`config.mk`:
```
export PLATFORM = sky130hd
export DESIGN_NAME = pcwg_mod_unit
export DESIGN_NICKNAME = d
export VERILOG_FILES = /design/src/rtl/pairing_code_window_guard_core_defines.svh /design/src/rtl/pcwg_pkg.sv /design/src/rtl/pcwg_mod_unit.sv
export SDC_FILE = /design/constraint.sdc
export NUM_CORES = 1
export LEC_CHECK = 0
export BUFFER_PORTS_ARGS = -buffer_cell sky130_fd_sc_hd__buf_2
export CORE_MARGIN = 10
export CORE_UTILIZATION = 56
export CTS_CLUSTER_SIZE = 25
export DETAILED_ROUTE_END_ITERATION = 8
export GPL_TIMING_DRIVEN = 0
export PLACE_DENSITY = 0.79
export SLEW_MARGIN = 15
export SYNTH_ARGS = -nofsm -noshare
export SYNTH_HDL_FRONTEND = slang
export SYNTH_SLANG_ARGS = --single-unit
export TNS_END_PERCENT = 10
```
`constraint.sdc`:
```
create_clock -name clk -period 18.3 [get_ports clk]
set_clock_uncertainty 0.15 [all_clocks]
set_input_delay 2.745 -clock clk [delete_from_list [all_inputs] [get_ports clk]]
set_output_delay 2.745 -clock clk [all_outputs]
set_load 0.1 [all_outputs]
```
`src/rtl/pairing_code_window_guard_core_defines.svh`:
```
// assertion helpers shared by the window guard rtl
`ifndef PAIRING_CODE_WINDOW_GUARD_CORE_DEFINES_SVH
`define PAIRING_CODE_WINDOW_GUARD_CORE_DEFINES_SVH

// same-cycle implication, clocked on clk and quiet in reset
`define PCWG_ASSERT_IMPLY(label, ante, cons, msg) \
  label: assert property (@(posedge clk) disable iff (rst) (ante) |-> (cons)) \
    else $error(msg);

// next-cycle implication, clocked on clk and quiet in reset
`define PCWG_ASSERT_NEXT(label, ante, cons, msg) \
  label: assert property (@(posedge clk) disable iff (rst) (ante) |=> (cons)) \
    else $error(msg);

`endif

```
`src/rtl/pcwg_pkg.sv`:
```
package pcwg_pkg;

  // code shape
  localparam int CODE_DIGITS = 6;
  localparam int DIGITS_W    = 4 * CODE_DIGITS;
  localparam int VALUE_W     = 20;
  localparam int RECIP_W     = 21;
  localparam int PIPE_STAGES = 6;
  localparam int ADDR_W      = 4;

  // code space and rejection bound for the random word
  localparam logic [VALUE_W-1:0] CODE_MODULUS = 20'd1000000;
  localparam logic [31:0]        WORD_CEILING = 32'd4294000000;

  // floor(2^40 / 1000000): quotient estimate is low by at most one
  localparam int                 SPACE_SHIFT = 40;
  localparam logic [RECIP_W-1:0] SPACE_RECIP = 21'd1099511;

  // ceil(2^24 / 10): exact quotient for 20-bit values
  localparam int                 TEN_SHIFT = 24;
  localparam logic [RECIP_W-1:0] TEN_RECIP = 21'd1677722;

  localparam logic [7:0] CHAR_ZERO = 8'h30;
  localparam logic [7:0] CHAR_NINE = 8'h39;

  // register reset values
  localparam logic [15:0] WINDOW_SECONDS_RST   = 16'd300;
  localparam logic [7:0]  MAX_ATTEMPTS_RST     = 8'd5;
  localparam logic [19:0] TICKS_PER_SECOND_RST = 20'd1000;

  typedef enum logic [1:0] {
    CMD_TICK   = 2'd0,
    CMD_START  = 2'd1,
    CMD_CANCEL = 2'd2,
    CMD_CLAIM  = 2'd3
  } pcwg_cmd_t;

  typedef enum logic [2:0] {
    ST_OK       = 3'd0,
    ST_NOT_OPEN = 3'd1,
    ST_INVALID  = 3'd2,
    ST_LOCKED   = 3'd3,
    ST_RETRY    = 3'd4
  } pcwg_status_t;

  typedef enum logic [1:0] {
    REG_WINDOW_SECONDS   = 2'd0,
    REG_MAX_ATTEMPTS     = 2'd1,
    REG_TICKS_PER_SECOND = 2'd2
  } pcwg_reg_t;

  typedef struct packed {
    logic [15:0] window_seconds;
    logic [7:0]  max_attempts;
    logic [19:0] ticks_per_second;
  } pcwg_cfg_t;

  // per-beat control that rides alongside the arithmetic
  typedef struct packed {
    pcwg_cmd_t   cmd;
    logic [7:0]  code_length;
    logic        biased;
  } pcwg_ctl_t;

  typedef struct packed {
    pcwg_status_t        status;
    logic                window_active;
    logic [7:0]          failures;
    logic [15:0]         secs_to_go;
    logic [VALUE_W-1:0]  issued_code;
  } pcwg_result_t;

endpackage

```
`src/rtl/pcwg_mod_unit.sv`:
```
module pcwg_mod_unit
  import pcwg_pkg::*;
(
  input  logic                clk,
  input  logic [2:0]          adv,
  input  logic [31:0]         word,
  output logic [VALUE_W-1:0]  value
);

  localparam int PROD_W = 32 + RECIP_W;
  localparam int QUOT_W = PROD_W - SPACE_SHIFT;
  localparam int REM_W  = VALUE_W + 1;

  logic [31:0]        word_s1;
  logic [PROD_W-1:0]  prod_s1;
  logic [REM_W-1:0]   rem_s2;
  logic [QUOT_W-1:0]  quot_est;
  logic [32:0]        quot_scaled;
  logic [32:0]        rem_wide;

  // stage 1: quotient estimate by reciprocal multiply
  always_ff @(posedge clk) begin
    if (adv[0]) begin
      word_s1 <= word;
      prod_s1 <= {{RECIP_W{1'b0}}, word} * {{32{1'b0}}, SPACE_RECIP};
    end
  end

  // stage 2: remainder, below twice the code space
  always_comb begin
    quot_est    = prod_s1[PROD_W-1:SPACE_SHIFT];
    quot_scaled = {{(33-QUOT_W){1'b0}}, quot_est} * {13'd0, CODE_MODULUS};
    rem_wide    = {1'b0, word_s1} - quot_scaled;
  end

  always_ff @(posedge clk) begin
    if (adv[1]) begin
      rem_s2 <= rem_wide[REM_W-1:0];
    end
  end

  // stage 3: single correction step
  always_ff @(posedge clk) begin
    if (adv[2]) begin
      if (rem_s2 >= {1'b0, CODE_MODULUS}) begin
        value <= VALUE_W'(rem_s2 - {1'b0, CODE_MODULUS});
      end else begin
        value <= rem_s2[VALUE_W-1:0];
      end
    end
  end

endmodule

```
==> metrics.md <==
| Metric | Value |
|---|---|
| Die height | 184 µm |
| Core ar. | 0.0262 mm² |
| CTS H-Tree Depth | 3 |
| HP Class | flop to flop |
| Post-place instance area | 0.0157 mm² |
| First-pass GRT wire length | 50800 µm |
| Port bufs | 55 |
| Relative slew slack | 50.6% |
| Area growth syn-to-layout | 6.97% |
| # hold bufs at CTS | 0 |
| Total grt overflow | 0 |
| RR Endpoint | rem_s2[19] |
| Cell Count, Final, Fillers Out | 1770 |
| WHS Path Cells | 0 |
| I/O pin count | 56 |
| Hold path startpoint | word_s1[2] |
| Cell taking the most area after synthesis | fa_1 |
| Layout cell share with drive strength beyond 1 | 5.16% |
| Vias | 9272 |
| Final worst path period need | 9340 ps |
| Post CTS Setup Buffer Count | 0 |
| Synth Net Count | 1966 |
| Worst-path fanout max | 9 |
| RSZ-0062 raised after global routing | no |
| Placed insts | 1754 |
| Reg clk slew, reported paths | 60 ps |
| Final period utilization | 51.0% |
| Area of the multi-input gates | 0.0111 mm² |
| Routed len/inst | 16.7 µm |
| CTS tree | built |
| Final setup viols | 0 |
| Worst Max-Slew Pin Slew | 736 ps |
| Sequential area share after synthesis | 15.0% |
| Number of synthesized flops with an enable pin | 75 |
| DRC | 0 |
| Worst EP arrival | 9260 ps |
| DRT iter0 DRCs | 397 |
| HPWL reported at the end of detailed placement | 26100 µm |
| Peak Freq | 0.107 GHz |
| Initial Util | 57.1% |
| Top cell type's share of synthesized area | 37.4% |
| Via density per instance | 5.24 |
| CTS Root Cell | clkbuf_16 |
| Initial antenna violation count | 0 |
| CTS Sinks | 75 |
| Ranking of synthesized cells by area | fa_1 37%, ha_1 24%, edfxtp_1 15% |
| Hold Slack | 266 ps |
| Register Area | 0.00225 mm² |
| Synth Instances | 1364 |
| Synth async-reset ratio | 0% |
| Cell Area, Synth | 0.0150 mm² |
| Total CTS buffers | 9 |
| Die ar. | 0.0337 mm² |
| Clock latency on the worst-skew pair | 330 ps |
| Fillers | 2041 |
| Fin. Hold Viols | 0 |
| Max cap viols | 0 |
| Post-synthesis cell type count | 47 |
| Flops & latches, synth | 75 |
| R2R Path Start | prod_s1[41] |
| Final Cell Area | 0.0160 mm² |
| Worst r2r path cells | 15 |
| N_diodes | 0 |
| Reg-to-reg slack, setup | 13440 ps |
| CTS max path bufs | 2 |
| Worst setup SP type | primary input |
| Critical path capture point type | flop |
| Ys Warns | 0 |
| Hold Path End | rem_s2[2] |
| PostCTS Resize Cnt | 0 |
| Fin nets | 2032 |
| TNS Setup | 0 ps |
| Vias in the first global route | 10400 |
| Drt pass-1 iters | 5 |
| Largest net degree at the start of global routing | 35 |
| Die width | 184 µm |
| Slew Limit Fails | 0 |
| Placer Congestion | 0.938 |
| Critical Path RT | 18220 ps |
| WL final | 29500 µm |
| Syn Area/Cell | 11.0 µm² |
| Kind of critical path | primary input to flop |
| All-layer global routing usage | 18.8% |
| Outcome | complete, no violations |
| Primary FF master, synth | edfxtp_1 |
| Detail Route Antenna Nets | 0 |
| FP Rows | 59 |
[worst max-delay path by stage]
stage / startpoint / to / cells past startpoint / slack (ps)
3_5_place_dp: word[15] / prod_s1[48] / 22 / 8730
3_3_place_gp: word[15] / prod_s1[45] / 21 / 8860
4_1_cts: word[15] / prod_s1[48] / 22 / 9050
5_1_grt: word[25] / prod_s1[45] / 21 / 8750
6_report: word[15] / prod_s1[48] / 21 / 8960
2_1_floorplan: word[14] / prod_s1[52] / 21 / 9730
[synthesized netlist by cell type, drive strengths merged (4+ instances only)]
library cell	instances
a21boi	4
a21o	23
a21oi	33
a22oi	5
edfxtp	75
fa	280
ha	286
inv	430
nand2	26
nand2b	9
nand3	14
nand4	4
nor2	21
nor2b	8
nor3	13
o21ai	18
o31ai	4
or3	5
xnor2	43
xor2	28
[flip-flops by register name, summed over array words and instances, names as in the netlist]
name,flops
rem_s2,21
word_s1,21
value,20
prod_s1,13
[cells in the final DEF, fill, tap and decap left out, drive strengths merged, types with 13 or more instances in the layout]
master and n:
inv 432, ha 286, fa 280, edfxtp 75, buf 55, xnor2 43
a21oi 33, xor2 28, nand2 26, a21o 23, nor2 21, o21ai 18
nand3 14, nor3 13
[layer usage]
layer / vias up / wire, µm / part of all wire (%) / track usage [%]
li1: 4389 / - / - / -
met1: 4594 / 12500 / 42 / 24.0
met2: 237 / 14600 / 50 / 32.6
met3: 52 / 1620 / 5.5 / 3.02
met4: 0 / 730 / 2.5 / 5.08
met5: - / 0 / 0 / 0
[cells by family (layout without fill, tap and decap cells)]
group	count (synthesis)	in the layout	share of synthesized area, %
XOR/XNOR	71	71	4.15
AO/OA/AOI/OAI	110	110	4.85
flip-flops	75	75	15.0
buffers and inverters	430	501	10.8
adder cells (fa/ha/maj)	566	566	61.3
AND/OR/NAND/NOR	112	112	3.85
[cell type report]
class,count,area share [%]
sequential,75,14.1
inverter,430,10.1
clock inverter,7,0.773
tap,335,2.62
clock buffer,9,1.41
timing repair buffer,55,1.72
multi-input combinational,859,69.3
[critical path: stages]
cell and delay (ps):
buf_2 300, ha_1 370, fa_1 510, inv_1 50
fa_1 490, inv_1 60, fa_1 490, fa_1 520
fa_1 570, inv_1 60, fa_1 540, inv_1 50
ha_1 300, nand4_1 150, nor3_1 540, o2111a_1 400
o211a_1 250, nor3_2 100, o31ai_1 430, a21boi_1 160
xnor2_1 160
[through the flow]
step	utilization [%]	worst slack [ps]
floorplan	-	9730
global placement	59.8	8860
detailed placement	59.8	8730
CTS	61.1	9050
global route	61.1	8750
finish	61.1	8960
Power is left out: the tool's default activity adds up to more than one toggle a clock period on the data nets, which glitch-free logic cannot reach.
