===== config.mk =====
export PLATFORM = sky130hd
export DESIGN_NAME = pcwg_ctrl
export DESIGN_NICKNAME = d
export VERILOG_FILES = /design/src/rtl/pcwg_pkg.sv /design/src/rtl/pcwg_ctrl.sv
export VERILOG_INCLUDE_DIRS = /design/src /design/src/rtl
export SDC_FILE = /design/constraint.sdc
export NUM_CORES = 1
export LEC_CHECK = 0
export ABC_AREA = 1
export BUFFER_PORTS_ARGS = -buffer_cell sky130_fd_sc_hd__buf_4
export CAP_MARGIN = 15
export CORE_UTILIZATION = 55
export DETAILED_ROUTE_END_ITERATION = 8
export HOLD_SLACK_MARGIN = 0.06
export PLACE_DENSITY = 0.8
export REMOVE_ABC_BUFFERS = 1
export SLEW_MARGIN = 20
export SYNTH_ARGS = -nofsm -noshare
export SYNTH_HDL_FRONTEND = slang
export SYNTH_SLANG_ARGS = --single-unit

===== constraint.sdc =====
create_clock -name clk -period 4.9 [get_ports clk]
set_input_delay 0.98 -clock clk [delete_from_list [all_inputs] [get_ports clk]]
set_output_delay 0.98 -clock clk [all_outputs]
set_load 0.01 [all_outputs]

===== src/rtl/pairing_code_window_guard_core_defines.svh =====
// assertion helpers shared by the window guard rtl
`ifndef PAIRING_CODE_WINDOW_GUARD_CORE_DEFINES_SVH
`define PAIRING_CODE_WINDOW_GUARD_CORE_DEFINES_SVH

// same-cycle implication, clocked on clk and quiet in reset
`define PCWG_ASSERT_IMPLY(label, ante, cons, msg) \
  label: assert property (@(posedge clk) disable iff (rst) (ante) |-> (cons)) \
    else $error(msg);

// next-cycle implication, clocked on clk and quiet in reset
`define PCWG_ASSERT_NEXT(label, ante, cons, msg) \
  label: assert property (@(posedge clk) disable iff (rst) (ante) |=> (cons)) \
    else $error(msg);

`endif


===== src/rtl/pcwg_pkg.sv =====
package pcwg_pkg;

  // code shape
  localparam int CODE_DIGITS = 6;
  localparam int DIGITS_W    = 4 * CODE_DIGITS;
  localparam int VALUE_W     = 20;
  localparam int RECIP_W     = 21;
  localparam int PIPE_STAGES = 6;
  localparam int ADDR_W      = 4;

  // code space and rejection bound for the random word
  localparam logic [VALUE_W-1:0] CODE_MODULUS = 20'd1000000;
  localparam logic [31:0]        WORD_CEILING = 32'd4294000000;

  // floor(2^40 / 1000000): quotient estimate is low by at most one
  localparam int                 SPACE_SHIFT = 40;
  localparam logic [RECIP_W-1:0] SPACE_RECIP = 21'd1099511;

  // ceil(2^24 / 10): exact quotient for 20-bit values
  localparam int                 TEN_SHIFT = 24;
  localparam logic [RECIP_W-1:0] TEN_RECIP = 21'd1677722;

  localparam logic [7:0] CHAR_ZERO = 8'h30;
  localparam logic [7:0] CHAR_NINE = 8'h39;

  // register reset values
  localparam logic [15:0] WINDOW_SECONDS_RST   = 16'd300;
  localparam logic [7:0]  MAX_ATTEMPTS_RST     = 8'd5;
  localparam logic [19:0] TICKS_PER_SECOND_RST = 20'd1000;

  typedef enum logic [1:0] {
    CMD_TICK   = 2'd0,
    CMD_START  = 2'd1,
    CMD_CANCEL = 2'd2,
    CMD_CLAIM  = 2'd3
  } pcwg_cmd_t;

  typedef enum logic [2:0] {
    ST_OK       = 3'd0,
    ST_NOT_OPEN = 3'd1,
    ST_INVALID  = 3'd2,
    ST_LOCKED   = 3'd3,
    ST_RETRY    = 3'd4
  } pcwg_status_t;

  typedef enum logic [1:0] {
    REG_WINDOW_SECONDS   = 2'd0,
    REG_MAX_ATTEMPTS     = 2'd1,
    REG_TICKS_PER_SECOND = 2'd2
  } pcwg_reg_t;

  typedef struct packed {
    logic [15:0] window_seconds;
    logic [7:0]  max_attempts;
    logic [19:0] ticks_per_second;
  } pcwg_cfg_t;

  // per-beat control that rides alongside the arithmetic
  typedef struct packed {
    pcwg_cmd_t   cmd;
    logic [7:0]  code_length;
    logic        biased;
  } pcwg_ctl_t;

  typedef struct packed {
    pcwg_status_t        status;
    logic                window_active;
    logic [7:0]          failures;
    logic [15:0]         secs_to_go;
    logic [VALUE_W-1:0]  issued_code;
  } pcwg_result_t;

endpackage


===== src/rtl/pcwg_ctrl.sv =====
`include "pairing_code_window_guard_core_defines.svh"

module pcwg_ctrl
  import pcwg_pkg::*;
(
  input  logic                   clk,
  input  logic                   rst,
  input  logic                   fire,
  input  pcwg_ctl_t              ctl,
  input  logic [VALUE_W-1:0]     code_value,
  input  logic [DIGITS_W-1:0]    new_digits,
  input  logic [CODE_DIGITS-1:0] lane_match,
  input  pcwg_cfg_t              cfg,
  output logic [DIGITS_W-1:0]    stored_digits,
  output pcwg_result_t           res
);

  logic                window_open;
  logic [15:0]         seconds_left;
  logic [19:0]         sub_ticks_left;
  logic [7:0]          failed_count;

  logic                window_open_next;
  logic [DIGITS_W-1:0] stored_digits_next;
  logic [15:0]         seconds_left_next;
  logic [19:0]         sub_ticks_left_next;
  logic [7:0]          failed_count_next;
  pcwg_status_t        status_next;
  logic [VALUE_W-1:0]  issued_next;
  logic [15:0]         remaining_next;

  logic                do_close;
  logic [19:0]         tps_m1;
  logic                matched;
  logic [7:0]          fail_inc;

  // merge lane results and step the window state
  always_comb begin
    window_open_next    = window_open;
    stored_digits_next  = stored_digits;
    seconds_left_next   = seconds_left;
    sub_ticks_left_next = sub_ticks_left;
    failed_count_next   = failed_count;
    status_next         = ST_OK;
    issued_next         = '0;
    do_close            = 1'b0;
    tps_m1   = (cfg.ticks_per_second == '0) ? '0 : cfg.ticks_per_second - 20'd1;
    matched  = (ctl.code_length == 8'(CODE_DIGITS)) && (&lane_match);
    fail_inc = failed_count + 8'd1;

    case (ctl.cmd)
      CMD_TICK: begin
        if (window_open) begin
          if (sub_ticks_left == '0) begin
            if (seconds_left == '0) begin
              do_close = 1'b1;
            end else begin
              seconds_left_next   = seconds_left - 16'd1;
              sub_ticks_left_next = tps_m1;
            end
          end else begin
            sub_ticks_left_next = sub_ticks_left - 20'd1;
          end
          if ((seconds_left_next == '0) && (sub_ticks_left_next == '0)) begin
            do_close = 1'b1;
          end
        end
      end
      CMD_START: begin
        if (ctl.biased) begin
          status_next = ST_RETRY;
        end else begin
          issued_next         = code_value;
          window_open_next    = (cfg.window_seconds != '0);
          stored_digits_next  = (cfg.window_seconds != '0) ? new_digits : '0;
          seconds_left_next   = cfg.window_seconds;
          sub_ticks_left_next = '0;
          failed_count_next   = '0;
        end
      end
      CMD_CANCEL: begin
        do_close = 1'b1;
      end
      CMD_CLAIM: begin
        if (!window_open) begin
          status_next = ST_NOT_OPEN;
        end else if (matched) begin
          do_close = 1'b1;
        end else if (fail_inc >= cfg.max_attempts) begin
          do_close    = 1'b1;
          status_next = ST_LOCKED;
        end else begin
          failed_count_next = fail_inc;
          status_next       = ST_INVALID;
        end
      end
      default: begin
        do_close = 1'b0;
      end
    endcase

    if (do_close) begin
      window_open_next    = 1'b0;
      stored_digits_next  = '0;
      seconds_left_next   = '0;
      sub_ticks_left_next = '0;
      failed_count_next   = '0;
    end

    remaining_next = window_open_next ?
                     seconds_left_next + {15'd0, (sub_ticks_left_next != '0)} : '0;
  end

  // window state
  always_ff @(posedge clk) begin
    if (rst) begin
      window_open    <= 1'b0;
      stored_digits  <= '0;
      seconds_left   <= '0;
      sub_ticks_left <= '0;
      failed_count   <= '0;
    end else if (fire) begin
      window_open    <= window_open_next;
      stored_digits  <= stored_digits_next;
      seconds_left   <= seconds_left_next;
      sub_ticks_left <= sub_ticks_left_next;
      failed_count   <= failed_count_next;
    end
  end

  // result beat register
  always_ff @(posedge clk) begin
    if (fire) begin
      res.status        <= status_next;
      res.window_active <= window_open_next;
      res.failures      <= failed_count_next;
      res.secs_to_go    <= remaining_next;
      res.issued_code   <= issued_next;
    end
  end

  `PCWG_ASSERT_IMPLY(a_closed_is_clear, !window_open, (stored_digits == '0) && (seconds_left == '0) && (sub_ticks_left == '0) && (failed_count == '0), "closed window still holds state")
  `PCWG_ASSERT_IMPLY(a_open_has_time, window_open, (seconds_left != '0) || (sub_ticks_left != '0), "open window with no time left")
  `PCWG_ASSERT_NEXT(a_state_needs_beat, !fire, $stable(window_open) && $stable(stored_digits) && $stable(failed_count), "window state moved without a beat")

endmodule


==> flow_results.xml <==
<?xml version="1.0" encoding="UTF-8"?>
<metrics>
  <group name="placed_design">
    <metric name="dp.cells" unit="">1641</metric>
    <metric name="place.port_buffers" unit="">179</metric>
    <metric name="preCtsSetupSlack" unit="ns">-0.02305</metric>
    <metric name="gp_routability_congestion" unit="">1.018</metric>
    <metric name="post-dp-hpwl" unit="um">18180</metric>
  </group>
  <group name="global_route">
    <metric name="grt_start_max_net_pins" unit="">58</metric>
    <metric name="grt-ovfl-total" unit="">0</metric>
    <metric name="gr-usage-all-layers" unit="">0.3140</metric>
    <metric name="grt_pass1_wl" unit="um">40300</metric>
    <metric name="initial_antenna_violation_count" unit="">0</metric>
    <metric name="first_global_vias" unit="">8413</metric>
  </group>
  <group name="critical_path">
    <metric name="path_max_fanout" unit="">10</metric>
    <metric name="endpoint" unit="">res[26]$_SDFFCE_PN0P_</metric>
    <metric name="timing.critical_path.from_type" unit="">flip-flop</metric>
    <metric name="worstReg2RegEnd" unit="">res[26]$_SDFFCE_PN0P_</metric>
    <metric name="timing.critical_path.required" unit="ns">5.06</metric>
    <metric name="critical_path.reg2reg.startpoint" unit="">failed_count[2]$_SDFFE_PP0P_</metric>
    <metric name="endpoint_type_of_the_worst_setup_path" unit="">flip-flop</metric>
    <metric name="r2r.worst_path.cells" unit="">32</metric>
    <metric name="startpoint" unit="">failed_count[2]$_SDFFE_PP0P_</metric>
    <metric name="crit_path_frequent_cell" unit="">inv_1</metric>
    <metric name="critPathKind" unit="">flip-flop to flip-flop</metric>
    <metric name="cp_slowest_cell" unit="">dfxtp_1</metric>
    <metric name="critical_path.max_stage_delay" unit="ns">0.34</metric>
    <metric name="worst-endpoint-arrival" unit="ns">4.67</metric>
    <metric name="setup.reg_to_reg.worst_slack" unit="ns">0.39</metric>
  </group>
  <group name="synth">
    <metric name="synth_cells" unit="">1306</metric>
    <metric name="syn-cell-area" unit="sq um">8511</metric>
    <metric name="synth.avg_cell_area" unit="sq um">6.517</metric>
    <metric name="synth_warnings" unit="">0</metric>
    <metric name="synth-seq-cells" unit="">117</metric>
    <metric name="yosys.cell_types.count" unit="">42</metric>
    <metric name="synth-seq-area-share" unit="">0.3317</metric>
    <metric name="synth_async_sr_flop_share" unit="">0</metric>
    <metric name="synth_ff_type" unit="">dfxtp_1</metric>
    <metric name="edff_count_synth" unit="">48</metric>
  </group>
  <group name="floorplanning">
    <metric name="fp-row-count" unit="">45</metric>
    <metric name="io_pins" unit="">180</metric>
    <metric name="floorplan.die.height" unit="um">126.4</metric>
    <metric name="start_util" unit="">0.5619</metric>
    <metric name="die_w" unit="um">126.4</metric>
    <metric name="floorplan.die_area" unit="sq um">15980</metric>
    <metric name="core_box_area" unit="sq um">15150</metric>
  </group>
  <group name="final_layout">
    <metric name="filler_cells_inserted" unit="">1337</metric>
    <metric name="antenna_cells" unit="">0</metric>
    <metric name="area_growth_syn_to_layout" unit="%">25.96</metric>
    <metric name="layout-drive-gt1-share" unit="">0.1949</metric>
    <metric name="multiInputGateArea" unit="sq um">4848</metric>
    <metric name="stdcell_count" unit="">1676</metric>
    <metric name="nets" unit="">1602</metric>
    <metric name="area.sequential" unit="sq um">2824</metric>
  </group>
  <group name="sta">
    <metric name="drv_slew" unit="">0</metric>
    <metric name="setup_ws" unit="ns">0.3921</metric>
    <metric name="max_slew.worst_pin.slew" unit="ns">0.7476</metric>
    <metric name="timing.final.crit_period" unit="ns">4.508</metric>
    <metric name="min_period_over_period" unit="">0.9200</metric>
    <metric name="fmax" unit="MHz">221.8</metric>
    <metric name="setup-violations-final" unit="">0</metric>
    <metric name="worst_slew_margin_rel" unit="">0.5009</metric>
    <metric name="worst_clock_skew" unit="ns">0.005392</metric>
    <metric name="final-hold-violation-count" unit="">0</metric>
  </group>
  <group name="run">
    <metric name="timing.max_cap.violations" unit="">0</metric>
  </group>
  <group name="status">
    <metric name="status" unit="">finished, final reports clean</metric>
  </group>
  <group name="pwr">
    <metric name="worst_case_vdd_ir_drop" unit="V">0.0002512</metric>
    <metric name="power_leakage" unit="nW">4.952</metric>
    <metric name="p_per_area" unit="nW/um^2">298.2</metric>
  </group>
  <group name="clocking">
    <metric name="number_of_clock_buffers_inserted_by_tritoncts" unit="">17</metric>
    <metric name="ctsRootBufferMaster" unit="">clkbuf_16</metric>
    <metric name="quantity_of_hold_fixing_buffers_added_after_cts" unit="">0</metric>
    <metric name="clock_transition_at_path_regs" unit="ns">0.06</metric>
    <metric name="cts.htree.levels" unit="">4</metric>
    <metric name="cts_tree" unit="">yes</metric>
    <metric name="clkLatencyLatePin" unit="ns">0.42</metric>
    <metric name="numClockSinks" unit="">117</metric>
    <metric name="max-clock-path-buffers" unit="">2</metric>
  </group>
  <group name="drt">
    <metric name="routed_wl" unit="um">25240</metric>
    <metric name="remaining_drcs" unit="">0</metric>
    <metric name="routed_via_density" unit="">5.664</metric>
    <metric name="drt_pass1_iterations" unit="">6</metric>
    <metric name="drt_iter0_drc" unit="">1020</metric>
    <metric name="route.vias.total" unit="">9493</metric>
    <metric name="drt-wirelength-per-cell" unit="um">15.06</metric>
    <metric name="detail-route-antenna-nets" unit="">0</metric>
  </group>
  <group name="hold_path">
    <metric name="holdCritPathClass" unit="">flip-flop to flip-flop</metric>
  </group>
</metrics>
-- layout by cell type, fill, tap and decap left out, types with 2 or more instances in the layout --
cell type,count
nand3_2,3
nand2_2,4
inv_1,155
nor2_1,180
nor3_2,4
a22oi_1,5
inv_6,2
inv_2,7
nand3_4,3
ha_2,2
nor4_1,5
edfxtp_1,48
xnor2_1,3
clkinvlp_4,2
nor2_4,6
o21ai_0,115
dfxtp_1,68
buf_4,209
a221oi_1,12
o21ai_1,2
nor3_1,3
ha_1,17
nor2_2,12
clkinv_2,2
bufinv_16,4
nand2_4,4
o22ai_1,9
xor2_1,19
nand4_1,28
nand3_1,94
clkinv_1,4
nand2_1,280
clkbuf_16,17
o211ai_1,11
a21oi_1,135
-- worst max-delay path: cells and delay by family, from the launching register on --
kind,cells,cell delay (ns)
compound gates,4,0.46
xor+xnor,2,0.31
flops,1,0.34
simple gates,16,1.94
buf+inv,7,0.56
fa+ha+maj,3,0.64
-- per-layer routing --
metal  global-route usage  vias to the layer above  share of wire
met5                    0                        -              0
met4               0.1453                        0          0.037
met3              0.05272                       84          0.074
met2               0.5268                      440           0.48
met1               0.3954                     4286           0.41
li1                     -                     4683              -
-- metrics by stage --
step | hold slack, ns | util | instance area, sq um | total power, W | setup TNS (ns)
2_1_floorplan | 0.4839 | - | 8205 | 0.001592 | 0
3_3_place_gp | 0.4527 | 0.6612 | 10010 | 0.001880 | 0
3_5_place_dp | 0.4560 | 0.6612 | 10010 | 0.001888 | -0.02305
4_1_cts | 0.4644 | 0.7016 | 10630 | 0.003177 | 0
5_1_grt | 0.4722 | 0.7078 | 10720 | 0.003347 | -0.09611
6_report | 0.4643 | 0.7078 | 10720 | 0.003196 | 0
-- registers in the layout (all words and copies together) (netlist names) --
register and flops:
res 48, failed_count 8, seconds_left 16, stored_digits 24, window_open 1, sub_ticks_left 20
-- what timing repair did --
item | CTS | global route
endpoints found under the hold margin | 0 | 0
gates resized for setup | 0 | 17
endpoints found under the setup margin | 0 | 11
buffers inserted | 0 | 2
-- Yosys cell counts (2+ instances only) --
master	number	area share
nor2_1	183	0.081
buf_4	2	0.0018
a221oi_1	12	0.012
nor2_4	3	0.0040
nand3_1	95	0.056
nor3_1	6	0.0035
nand2_4	2	0.0026
nand3_4	3	0.0062
inv_1	156	0.069
buf_6	7	0.0093
o21ai_0	115	0.068
nand2_2	6	0.0044
a22oi_1	5	0.0044
nand4_1	28	0.021
edfxtp_1	48	0.17
a21oi_1	135	0.079
xnor2_1	3	0.0031
nor4_1	5	0.0037
buf_1	3	0.0013
buf_2	13	0.0076
o22ai_1	9	0.0066
nand3_2	2	0.0024
clkbuf_1	36	0.016
dfxtp_1	69	0.16
xor2_1	19	0.020
o21ai_1	2	0.0012
nand2_1	280	0.12
nor2_2	12	0.0088
ha_1	19	0.028
inv_2	6	0.0026
o211ai_1	11	0.0097
-- how the worst min path moves through the flow --
stage,startpoint,endpoint,depth (start not counted)
2_1_floorplan,stored_digits[0]$_SDFFE_PP0P_,stored_digits[0]$_SDFFE_PP0P_,2
3_3_place_gp,stored_digits[9]$_SDFFE_PP0P_,stored_digits[9]$_SDFFE_PP0P_,2
3_5_place_dp,stored_digits[23]$_SDFFE_PP0P_,stored_digits[23]$_SDFFE_PP0P_,2
4_1_cts,stored_digits[23]$_SDFFE_PP0P_,stored_digits[23]$_SDFFE_PP0P_,2
5_1_grt,stored_digits[23]$_SDFFE_PP0P_,stored_digits[23]$_SDFFE_PP0P_,2
6_report,stored_digits[13]$_SDFFE_PP0P_,stored_digits[13]$_SDFFE_PP0P_,2
-- cell type report --
class,instances,share of cell area
clock buffer,18,0.04003
clock inverter,14,0.01704
inverter,163,0.05707
multi-input combinational,966,0.4523
sequential,117,0.2634
tap,188,0.02194
timing repair buffer,210,0.1482
-- report_power, final --
part           internal [W]  switching (W)  total, W
registers           0.00108      0.0000559   0.00113
logic              0.000293       0.000470  0.000763
clock network      0.000845       0.000453   0.00130
-- logic make-up after synthesis --
group                      count (synthesis)  share of synthesized area
AOI/OAI and AO/OA                        293                     0.1855
xor gates and xnor gates                  22                    0.02264
adders and majority gates                 19                    0.02793
buffers and inverters                    224                     0.1078
DFF                                      117                     0.3317
and+or+nand+nor                          631                     0.3245
No activity file was read; power rests on OpenSTA's default activity.
