`src/rtl/pairing_code_window_guard_core_defines.svh`:
```
// assertion helpers shared by the window guard rtl
`ifndef PAIRING_CODE_WINDOW_GUARD_CORE_DEFINES_SVH
`define PAIRING_CODE_WINDOW_GUARD_CORE_DEFINES_SVH

// same-cycle implication, clocked on clk and quiet in reset
`define PCWG_ASSERT_IMPLY(label, ante, cons, msg) \
  label: assert property (@(posedge clk) disable iff (rst) (ante) |-> (cons)) \
    else $error(msg);

// next-cycle implication, clocked on clk and quiet in reset
`define PCWG_ASSERT_NEXT(label, ante, cons, msg) \
  label: assert property (@(posedge clk) disable iff (rst) (ante) |=> (cons)) \
    else $error(msg);

`endif

```
`src/rtl/pcwg_pkg.sv`:
```
package pcwg_pkg;

  // code shape
  localparam int CODE_DIGITS = 6;
  localparam int DIGITS_W    = 4 * CODE_DIGITS;
  localparam int VALUE_W     = 20;
  localparam int RECIP_W     = 21;
  localparam int PIPE_STAGES = 6;
  localparam int ADDR_W      = 4;

  // code space and rejection bound for the random word
  localparam logic [VALUE_W-1:0] CODE_MODULUS = 20'd1000000;
  localparam logic [31:0]        WORD_CEILING = 32'd4294000000;

  // floor(2^40 / 1000000): quotient estimate is low by at most one
  localparam int                 SPACE_SHIFT = 40;
  localparam logic [RECIP_W-1:0] SPACE_RECIP = 21'd1099511;

  // ceil(2^24 / 10): exact quotient for 20-bit values
  localparam int                 TEN_SHIFT = 24;
  localparam logic [RECIP_W-1:0] TEN_RECIP = 21'd1677722;

  localparam logic [7:0] CHAR_ZERO = 8'h30;
  localparam logic [7:0] CHAR_NINE = 8'h39;

  // register reset values
  localparam logic [15:0] WINDOW_SECONDS_RST   = 16'd300;
  localparam logic [7:0]  MAX_ATTEMPTS_RST     = 8'd5;
  localparam logic [19:0] TICKS_PER_SECOND_RST = 20'd1000;

  typedef enum logic [1:0] {
    CMD_TICK   = 2'd0,
    CMD_START  = 2'd1,
    CMD_CANCEL = 2'd2,
    CMD_CLAIM  = 2'd3
  } pcwg_cmd_t;

  typedef enum logic [2:0] {
    ST_OK       = 3'd0,
    ST_NOT_OPEN = 3'd1,
    ST_INVALID  = 3'd2,
    ST_LOCKED   = 3'd3,
    ST_RETRY    = 3'd4
  } pcwg_status_t;

  typedef enum logic [1:0] {
    REG_WINDOW_SECONDS   = 2'd0,
    REG_MAX_ATTEMPTS     = 2'd1,
    REG_TICKS_PER_SECOND = 2'd2
  } pcwg_reg_t;

  typedef struct packed {
    logic [15:0] window_seconds;
    logic [7:0]  max_attempts;
    logic [19:0] ticks_per_second;
  } pcwg_cfg_t;

  // per-beat control that rides alongside the arithmetic
  typedef struct packed {
    pcwg_cmd_t   cmd;
    logic [7:0]  code_length;
    logic        biased;
  } pcwg_ctl_t;

  typedef struct packed {
    pcwg_status_t        status;
    logic                window_active;
    logic [7:0]          failures;
    logic [15:0]         secs_to_go;
    logic [VALUE_W-1:0]  issued_code;
  } pcwg_result_t;

endpackage

```
`src/rtl/pcwg_digit_lane.sv`:
```
module pcwg_digit_lane
  import pcwg_pkg::*;
#(
  parameter int LANE = 0
) (
  input  logic                clk,
  input  logic [PIPE_STAGES-1:0] adv,
  input  logic [7:0]          code_char,
  input  logic [VALUE_W-1:0]  value,
  input  logic [3:0]          stored_nibble,
  output logic [3:0]          digit,
  output logic                match
);

  // this lane owns the digit of weight 10^(5-LANE), i.e. character LANE
  localparam int unsigned DIV = 10 ** (CODE_DIGITS - 1 - LANE);
  localparam int SHIFT = VALUE_W + $clog2(DIV);
  localparam longint unsigned RECIP_FULL =
    ((64'd1 << SHIFT) + 64'(DIV) - 64'd1) / 64'(DIV);
  localparam logic [RECIP_W-1:0] RECIP = RECIP_W'(RECIP_FULL);
  localparam int PROD_W = VALUE_W + RECIP_W;

  logic              ok_p  [PIPE_STAGES];
  logic [3:0]        val_p [PIPE_STAGES];
  logic [PROD_W-1:0] prod_a;
  logic [VALUE_W-1:0] quot_s5;
  logic [PROD_W-1:0] prod_b;
  logic [VALUE_W-1:0] quot_a;
  logic [VALUE_W-1:0] quot_ten;
  logic [VALUE_W-1:0] rem_ten;

  // character shape check, carried down to the merge stage
  always_ff @(posedge clk) begin
    if (adv[0]) begin
      ok_p[0]  <= (code_char >= CHAR_ZERO) && (code_char <= CHAR_NINE);
      val_p[0] <= 4'(code_char - CHAR_ZERO);
    end
    for (int k = 1; k < PIPE_STAGES; k++) begin
      if (adv[k]) begin
        ok_p[k]  <= ok_p[k-1];
        val_p[k] <= val_p[k-1];
      end
    end
  end

  // stage 4: scale down to this digit's weight
  always_ff @(posedge clk) begin
    if (adv[3]) begin
      prod_a <= {{RECIP_W{1'b0}}, value} * {{VALUE_W{1'b0}}, RECIP};
    end
  end

  // stage 5: divide by ten
  assign quot_a = VALUE_W'(prod_a >> SHIFT);

  always_ff @(posedge clk) begin
    if (adv[4]) begin
      quot_s5 <= quot_a;
      prod_b  <= {{RECIP_W{1'b0}}, quot_a} * {{VALUE_W{1'b0}}, TEN_RECIP};
    end
  end

  // stage 6: remainder by ten is the digit
  always_comb begin
    quot_ten = VALUE_W'(prod_b >> TEN_SHIFT);
    rem_ten  = quot_s5 - ((quot_ten << 3) + (quot_ten << 1));
  end

  always_ff @(posedge clk) begin
    if (adv[5]) begin
      digit <= rem_ten[3:0];
    end
  end

  // compare against the stored digit
  assign match = ok_p[PIPE_STAGES-1] && (val_p[PIPE_STAGES-1] == stored_nibble);

endmodule

```
`config.mk`:
```
export PLATFORM = sky130hd
export DESIGN_NAME = pcwg_digit_lane
export DESIGN_NICKNAME = d
export VERILOG_FILES = /design/src/rtl/pairing_code_window_guard_core_defines.svh /design/src/rtl/pcwg_pkg.sv /design/src/rtl/pcwg_digit_lane.sv
export SDC_FILE = /design/constraint.sdc
export NUM_CORES = 1
export LEC_CHECK = 0
export BUFFER_PORTS_ARGS = -buffer_cell sky130_fd_sc_hd__clkbuf_2
export CAP_MARGIN = 20
export CELL_PAD_IN_SITES_DETAIL_PLACEMENT = 0
export CELL_PAD_IN_SITES_GLOBAL_PLACEMENT = 2
export CORE_MARGIN = 1.5
export CORE_UTILIZATION = 44
export CTS_CLUSTER_SIZE = 20
export DETAILED_ROUTE_END_ITERATION = 8
export GPL_ROUTABILITY_DRIVEN = 0
export PLACE_DENSITY = 0.89
export SYNTH_ARGS = -nofsm -noshare
export SYNTH_HDL_FRONTEND = slang
export SYNTH_SLANG_ARGS = --single-unit
```
`constraint.sdc`:
```
create_clock -name clk -period 9.05 [get_ports clk]
set_input_delay 1.81 -clock clk [delete_from_list [all_inputs] [get_ports clk]]
set_output_delay 1.81 -clock clk [all_outputs]
set_load 0.05 [all_outputs]
```
==> qor.txt, run 1 <==
simple-gate share of the synthesized area = 0.0290
post-synthesis adder-cell area fraction = 0.672
max-slew violation count = 0
initial antenna violation count = 0
proportion of layout cells with a drive suffix above 1 = 0.0688
largest family of logic cells by synthesized area = adder cells
TritonCTS Sinks = 43
Layout area overhead = 7.55%
Setup Skew = 0.00524 ns
CTS H-tree depth = 2
CP max FO = 12
xor/xnor cell area share of the yosys netlist = 0.0104
synthesized area per cell = 11.3 sq um
DRC = 0
Critical Path AT = 7.35 ns
Slowest cell on crit path = fa_1
CP max stage delay = 0.56 ns
most frequent CP cell = fa_1
GR Overflow Total = 0
nets = 1310
Initial Utilization = 0.452
synthesized flop and latch total = 43
diode count = 0
Final Setup Violations = 0
via count = 5523
Total Wirelength = 16.9 mm
CP required = 9.08 ns
Post-Syn Instances = 821
Port Buf Inserts = 43
die area = 21900 sq um
setup TNS = 0 ns
Synth cell types = 39
mux contribution to synthesized area = 0
Clock transition at path regs = 0.06 ns
area post-placement = 9800 sq um
max-capacitance violation count = 0
clk buf depth = 2
vias per inst = 4.84
status = finished clean
RSZ-0062 raised after global routing = false
fmax = 137 MHz
worst slew pin tran = 1.05 ns
global-route usage over all layers = 0.171
Multi-input gate area = 7010 sq um
CTS resizes = 0
DP Wirelength = 15.2 mm
Die Ht = 148 um
compound-cell area share of the yosys netlist = 0.0471
# IOs = 44
largest net degree at the start of global routing = 15
number of synthesized flops with an enable pin = 43
Synth async-reset ratio = 0
yosys synthesis warning count = 0
core area = 20400 sq um
Worst Hold Class = register to register
Tmin final = 7.32 ns
Sequential Area = 1290 sq um
CTS tree = yes
WP buf/inv = 3
Site Rows = 52
first-pass GRT wire length = 29.5 mm
vias in the first global route = 5975
hold_ws = 0.417 ns
wire length per cell = 14.8 um
Worst R2R Setup Slack = 6.50 ns
Max-slew headroom = 0.293
top cell family by delay on the critical path = adder cells
Final Cell Area = 9940 sq um
post-route ant nets = 0
syn nets = 1260
Die Wd = 148 um
DRT iter0 DRCs = 172
CTS Hold Bufs = 0
Root Driver = clkbuf_16
worst-skew pair later-pin latency = 0.28 ns
kind of critical path = input pin to register
# Post-CTS Setup Buffers = 0
crit end category = register
critical path, cell by cell = clkbuf_2 -> fa_1 -> ha_1 -> fa_1 -> fa_1 -> fa_1 -> fa_1 -> inv_1 -> fa_1 -> inv_1 -> ha_1 -> a21oi_1 -> o21ai_0 -> a2111oi_0 -> o21ai_0 -> a31oi_1 -> a21oi_1 -> xor2_1
Filler Cell Count = 1925
Mapped Area = 9240 sq um
Final Hold Viols = 0
total CTS buffers = 5
Pre-antenna DRT Iters = 4
sequential share of the synthesized area = 0.140
Final period util = 0.809
main flop type after synthesis = edfxtp_1
CP startpoint kind = input pin
==> layout make-up <==
class / instances / area share
clock buffers: 5 / 0.0126
clock inverters: 3 / 0.00201
inverters: 250 / 0.0944
multi-input cells: 528 / 0.705
flip-flops and latches: 43 / 0.130
well taps: 270 / 0.0340
repair buffers: 43 / 0.0216
==> registers in the layout, summed over array words and instances (netlist names) <==
register and flops:
val_p 24, ok_p 6, digit 4, prod_a 4
prod_b 3, quot_s5 2
==> synth_stat cells, types with 2 or more instances <==
master	number	area (sq um)
a2111oi_0	2	17.5
a211oi_1	3	22.5
a21o_1	5	37.5
a21oi_1	24	120
a31oi_1	2	12.5
and4_1	3	26.3
edfxtp_1	43	1290
fa_1	161	3220
ha_1	239	2990
inv_1	250	938
nand2_1	14	52.6
nand3_1	9	45.0
nand4_1	2	12.5
nor2_1	9	33.8
nor2b_1	3	18.8
nor3_1	3	15.0
o211ai_1	2	15.0
o21ai_0	13	65.1
o31ai_1	3	22.5
or2_2	3	18.8
xnor2_1	7	61.3
xor2_1	4	35.0
==> stage by stage <==
| step | setup WS [ns] | cells | utilization |
|---|---|---|---|
| after floorplan | 2.14 | 821 | - |
| after global placement | 1.55 | 1134 | 0.479 |
| after detailed placement | 1.44 | 1134 | 0.479 |
| after CTS | 1.73 | 1142 | 0.487 |
| after global routing | 1.21 | 1142 | 0.487 |
| final | 1.73 | 1142 | 0.487 |
==> final timing paths <==
check                                            from                    end  cells after the start
worst max-delay path                         value[8]   prod_a[39]$_DFFE_PP_                     18
worst min register to register  val_p[4][3]$_DFFE_PP_  val_p[5][3]$_DFFE_PP_                      0
worst min-delay path            val_p[4][3]$_DFFE_PP_  val_p[5][3]$_DFFE_PP_                      0
worst max register to register   prod_a[38]$_DFFE_PP_   prod_b[24]$_DFFE_PP_                      9
==> routing by layer <==
| layer | global-route usage | vias to the layer above | wire [um] |
|---|---|---|---|
| li1 | - | 2725 | - |
| met1 | 0.253 | 2740 | 8410 |
| met2 | 0.283 | 54 | 8070 |
| met3 | 0.0151 | 4 | 395 |
| met4 | 0.0139 | 0 | 46 |
| met5 | 0 | - | 0 |
==> cells by family after synthesis <==
family          after synthesis
fa+ha+maj                   400
buf+inv                     250
compound gates               65
simple gates                 52
flops                        43
xor+xnor                     11
==> cells in the final DEF (no fill, tap or decap), drive strengths merged, types with 3 or more instances in the layout <==
master,Yosys,routed
inv,250,250
ha,239,239
fa,161,161
clkbuf,0,48
edfxtp,43,43
a21oi,24,24
nand2,14,14
o21ai,14,14
nor2,10,10
nand3,9,9
xnor2,7,7
a21o,5,5
xor2,4,4
a211oi,4,4
nor3,4,4
or2,3,3
o31ai,3,3
nor2b,3,3
and4,3,3
a2111oi,3,3
Power of run 1 is not shown: default switching activity piles up to over one toggle a cycle in this logic, so the estimate is an artifact.
==> inputs of run 2 (changes only) <==
Settings changed: CORE_UTILIZATION 44 to 40, PLACE_DENSITY 0.89 to 0.86.
Clock period 9.05 ns to 6.7 ns, I/O delays scaled along.
==> run 2 against run 1 <==
  * First-iteration DRC count shrank 1.2%
  * Design area grew 5.6%
  * Clock-buffer cell count grew 1
  * Hold slack gained 0.00074 ns
  * Worst setup slack lost 1.5 ns
  * Via count grew 3.2%
  * Die area grew 9.8%
  * Sequential share of layout area shrank 0.68 points
  * Global-route usage shrank 0.77 points
  * Wire length grew 4.0%
  * Largest cell class unchanged
  * Highest routed layer unchanged
==> qor.txt, run 2 (synthesized netlist as in run 1, its figures left out) <==
wire length per cell = 14.5 um (-1.9%)
largest net degree at the start of global routing = 14 (-1)
Initial Utilization = 0.408 (-0.0442)
CTS Hold Bufs = 0 (unchanged)
Tmin final = 6.45 ns
final core utilization = 0.463 (-0.0231)
worst-skew pair later-pin latency = 0.28 ns (about the same)
Root Driver = clkbuf_16
die area = 24000 sq um (+9.8%)
largest reg by FF count = val_p
Place WS = -0.231 ns (-1.67 ns)
Total Wirelength = 17.6 mm (+4.0%)
Port Buf Inserts = 43 (unchanged)
status = finished clean
kind of critical path = input pin to register
Sequential Area = 1290 sq um (unchanged)
commonest non-fill, non-tap cells in the layout = inv_1, ha_1, fa_1, buf_4
# IOs = 44 (unchanged)
global-route usage over all layers = 0.163 (-0.00773)
CP startpoint kind = input pin
Clock transition at path regs = 0.06 ns (about the same)
first-pass GRT wire length = 30.8 mm (+4.4%)
max reg flops = 24 (unchanged)
Worst Hold Class = register to register
Top Registers = val_p x24, ok_p x6
RSZ-0062 raised after global routing = false
worst slew pin tran = 0.469 ns (-0.579 ns)
CTS H-tree depth = 2 (unchanged)
Site Rows = 55 (+5.8%)
Placed Instances = 1202 (+6.0%)
Layout area overhead = 13.5%
Final period util = 0.962
Pre-antenna DRT Iters = 4 (unchanged)
DRT iter0 DRCs = 170 (-1.2%)
max-slew violation count = 0 (unchanged)
CTS tree = yes
DRC = 0 (unchanged)
CP max FO = 6 (-6)
initial antenna violation count = 0 (unchanged)
Final Hold Viols = 0 (unchanged)
TritonCTS Sinks = 43 (unchanged)
Final Setup Violations = 0 (unchanged)
clk buf depth = 2 (unchanged)
core area = 22600 sq um (+11%)
max-capacitance violation count = 0 (unchanged)
Non-Filler Instances = 1211 (+6.0%)
vias per inst = 4.71 (-2.7%)
vias in the first global route = 6318 (+5.7%)
Setup Skew = 0.00502 ns (-0.000223 ns)
diode count = 0 (unchanged)
Multi-input gate area = 7100 sq um (+1.2%)
Die Wd = 155 um (+4.8%)
total CTS buffers = 5 (unchanged)
via count = 5700 (+3.2%)
final worst slack = 0.254 ns (-1.47 ns)
nets = 1364 (+4.1%)
crit end category = register
leading cell type in the layout, fill and taps excluded = inv_1
Critical Path AT = 6.55 ns (-0.80 ns)
post-route ant nets = 0 (unchanged)
Filler Cell Count = 2127 (+10%)
Die Ht = 155 um (+4.8%)
CP required = 6.80 ns (-2.28 ns)
hold_ws = 0.418 ns (+0.000742 ns)
fmax = 155 MHz
Max-slew headroom = 0.688 (+0.395)
proportion of layout cells with a drive suffix above 1 = 0.133 (+0.0640)
DP Wirelength = 16.3 mm (+7.5%)
GR Overflow Total = 0 (unchanged)
run 2: changes by cell type in the layout (fill, tap and decap cells not counted), moves of 4 or more:
cell,change
ha_1,-4
buf_12,+4
ha_4,+4
buf_4,+50
run 2: what timing repair did:
action,4_1_cts,5_1_grt
setup buffers,0,1
setup endpoints to repair,0,4
gates resized for setup,0,15
run 2: critical path, cell delays in order:
cell and delay [ns]:
clkbuf_2 0.14, buf_4 0.20, ha_1 0.30, fa_1 0.51, fa_1 0.55, inv_1 0.05
fa_1 0.50, fa_1 0.54, inv_1 0.05, fa_1 0.45, ha_1 0.30, ha_1 0.33
a2111oi_0 0.38, o21ai_0 0.20, o311ai_2 0.16, nor2b_1 0.19, a211oi_1 0.06, o311ai_2 0.28
run 2: area by class of cell:
| cell class | instances | share of cell area |
|---|---|---|
| Clock buffer | 6 | 0.0123 |
| Clock inverter | 2 | 0.00119 |
| Multi-Input combinational cell | 528 | 0.676 |
| Sequential cell | 43 | 0.123 |
| Tap cell | 285 | 0.0340 |
| Inverter | 250 | 0.0894 |
| Timing Repair Buffer | 97 | 0.0639 |
run 2: final timing paths:
path	startpoint	to	slack, ns	cells past startpoint
setup / recovery	value[8]	prod_a[40]$_DFFE_PP_	0.25	18
hold / removal	val_p[1][1]$_DFFE_PP_	val_p[2][1]$_DFFE_PP_	0.42	0
setup reg to reg	prod_a[39]$_DFFE_PP_	prod_b[24]$_DFFE_PP_	4.17	9
hold reg to reg	val_p[1][1]$_DFFE_PP_	val_p[2][1]$_DFFE_PP_	0.42	0
run 2: metal layers:
layer | up-vias | part of all wire | global-route usage
met5 | - | 0 | 0
met4 | 0 | 0.0082 | 0.0179
met3 | 15 | 0.029 | 0.0125
met2 | 62 | 0.48 | 0.278
met1 | 2786 | 0.48 | 0.234
li1 | 2837 | - | -
run 2: metrics by stage:
stage               cell area, sq um  setup TNS [ns]
floorplan                       9240               0
global placement               10300          -0.415
detailed placement             10300          -0.570
CTS                            10400               0
global route                   10500               0
finish                         10500               0
Power of run 2 is left out for the same reason.
==> inputs of run 3 (changes only) <==
==> constraint.sdc (replaced) <==
create_clock -name clk -period 6.7 [get_ports clk]
set_input_delay 0.67 -clock clk [delete_from_list [all_inputs] [get_ports clk]]
set_output_delay 0.67 -clock clk [all_outputs]
set_load 0.05 [all_outputs]
==> run 3 against run 2 <==
  * Clock-buffer cell count did not move
  * Critical path type unchanged
  * Clock skew is 0.0019 ns lower
  * First-iteration DRC count is the same
  * Wire length decreased by 1.4%
  * Via count decreased by 2.5%
  * Critical path depth is 4 higher
  * Die area unchanged
  * Register-to-register slack gained 0.03 ns
  * Fmax is 7.3% higher
==> qor.txt, run 3 (synthesized netlist as in run 1, its figures left out) <==
status = finished clean
Die Ht = 155 um (unchanged)
Total Wirelength = 17.4 mm (-1.4%)
Initial Utilization = 0.408 (unchanged)
TritonCTS Sinks = 43 (unchanged)
Setup Skew = 0.00310 ns (-0.00191 ns)
Non-Filler Instances = 1173 (-3.1%)
core area = 22600 sq um (unchanged)
Final Hold Viols = 0 (unchanged)
# IOs = 44 (unchanged)
max reg flops = 24 (unchanged)
Root Driver = clkbuf_16
# Post-CTS Setup Buffers = 0 (unchanged)
Top Registers = val_p x24, ok_p x6
CP max FO = 7 (+1)
largest net degree at the start of global routing = 14 (unchanged)
wire length per cell = 14.8 um (+1.8%)
final core utilization = 0.445 (-0.0185)
vias per inst = 4.74 (+0.69%)
top cell family by delay on the critical path = adder cells
die area = 24000 sq um (unchanged)
Worst Hold Class = register to register
Die Wd = 155 um (unchanged)
max-capacitance violation count = 0 (unchanged)
DRC = 0 (unchanged)
worst-skew pair later-pin latency = 0.27 ns (about the same)
Port Buf Inserts = 43 (unchanged)
CTS resizes = 0 (unchanged)
Clock transition at path regs = 0.06 ns (about the same)
DP Wirelength = 16.0 mm (-1.8%)
Max-slew headroom = 0.370 (-0.318)
max-slew violation count = 0 (unchanged)
crit end category = register
CP startpoint kind = input pin
diode count = 0 (unchanged)
Final period util = 0.896 (-0.0658)
commonest non-fill, non-tap cells in the layout = inv_1, ha_1, fa_1, edfxtp_1, clkbuf_2
Placed Instances = 1165 (-3.1%)
GR Overflow Total = 0 (unchanged)
CP max stage delay = 0.56 ns (about the same)
clk buf depth = 2 (unchanged)
Final Setup Violations = 0 (unchanged)
first-pass GRT wire length = 30.2 mm (-1.8%)
critical path, cell by cell = clkbuf_2 -> inv_1 -> fa_1 -> inv_1 -> ha_1 -> fa_1 -> inv_1 -> fa_1 -> inv_1 -> fa_1 -> fa_1 -> inv_1 -> fa_1 -> inv_1 -> ha_1 -> nand2_1 -> nor2_1 -> a211oi_1 -> o31ai_1 -> nor3_2 -> or3_2 -> o311ai_2
post-route ant nets = 0 (unchanged)
Slowest cell on crit path = fa_1
kind of critical path = input pin to register
Pre-antenna DRT Iters = 4 (unchanged)
initial antenna violation count = 0 (unchanged)
via count = 5559 (-2.5%)
CTS H-tree depth = 2 (unchanged)
worst slew pin tran = 0.933 ns (+0.465 ns)
global-route usage over all layers = 0.160 (-0.00244)
total CTS buffers = 5 (unchanged)
DRT iter0 DRCs = 170 (unchanged)
Tmin final = 6.01 ns (-0.441 ns)
vias in the first global route = 6142 (-2.8%)
WP buf/inv = 7 (+3)
CTS Hold Bufs = 0 (unchanged)
proportion of layout cells with a drive suffix above 1 = 0.0845 (-0.0484)
CP required = 6.80 ns (about the same)
CTS tree = yes
largest reg by FF count = val_p
RSZ-0062 raised after global routing = false
setup TNS = 0 ns (unchanged)
nets = 1326 (-2.8%)
fmax = 167 MHz (+7.3%)
Site Rows = 55 (unchanged)
Critical Path AT = 6.10 ns (-0.45 ns)
Layout area overhead = 9.02%
leading cell type in the layout, fill and taps excluded = inv_1
[run 3: path summary, 6_finish.rpt]
kind | from | to | cells after the start | slack, ns
max | value[3] | prod_a[40]$_DFFE_PP_ | 22 | 0.69
min reg2reg | ok_p[2]$_DFFE_PP_ | ok_p[3]$_DFFE_PP_ | 0 | 0.42
min | ok_p[2]$_DFFE_PP_ | ok_p[3]$_DFFE_PP_ | 0 | 0.42
max reg2reg | prod_a[39]$_DFFE_PP_ | prod_b[24]$_DFFE_PP_ | 9 | 4.20
[run 3: worst reg2reg max path, cell delays in order, from the launching register on]
cell,delay [ns]
edfxtp_1,0.46
ha_1,0.35
ha_1,0.31
ha_1,0.29
a41o_1,0.18
a21o_1,0.17
a21oi_1,0.12
o21ai_0,0.09
a31oi_1,0.21
xnor2_1,0.08
[run 3: final cells by class]
cell class / instances / area, sq um
tap: 285 / 357
clock buffer: 6 / 129
inverter: 250 / 938
fill: 2163 / 12600
multi-input combinational: 528 / 7010
sequential: 43 / 1290
clock inverter: 2 / 12.5
timing repair buffer: 59 / 335
[run 3: stage by stage]
stage | worst slack, ns | hold slack (ns) | instance area, sq um
floorplan | 0.933 | 0.400 | 9240
global placement | 0.451 | 0.400 | 9930
detailed placement | 0.373 | 0.405 | 9930
CTS | 0.657 | 0.417 | 10100
global route | 0.322 | 0.422 | 10100
finish | 0.695 | 0.416 | 10100
[run 3: layer usage]
metal,routed length (um),up-vias,track usage
met5,0,-,0
met4,74,0,0.0151
met3,449,6,0.0139
met2,8310,41,0.276
met1,8530,2750,0.229
li1,-,2762,-
Power of run 3 is left out for the same reason.
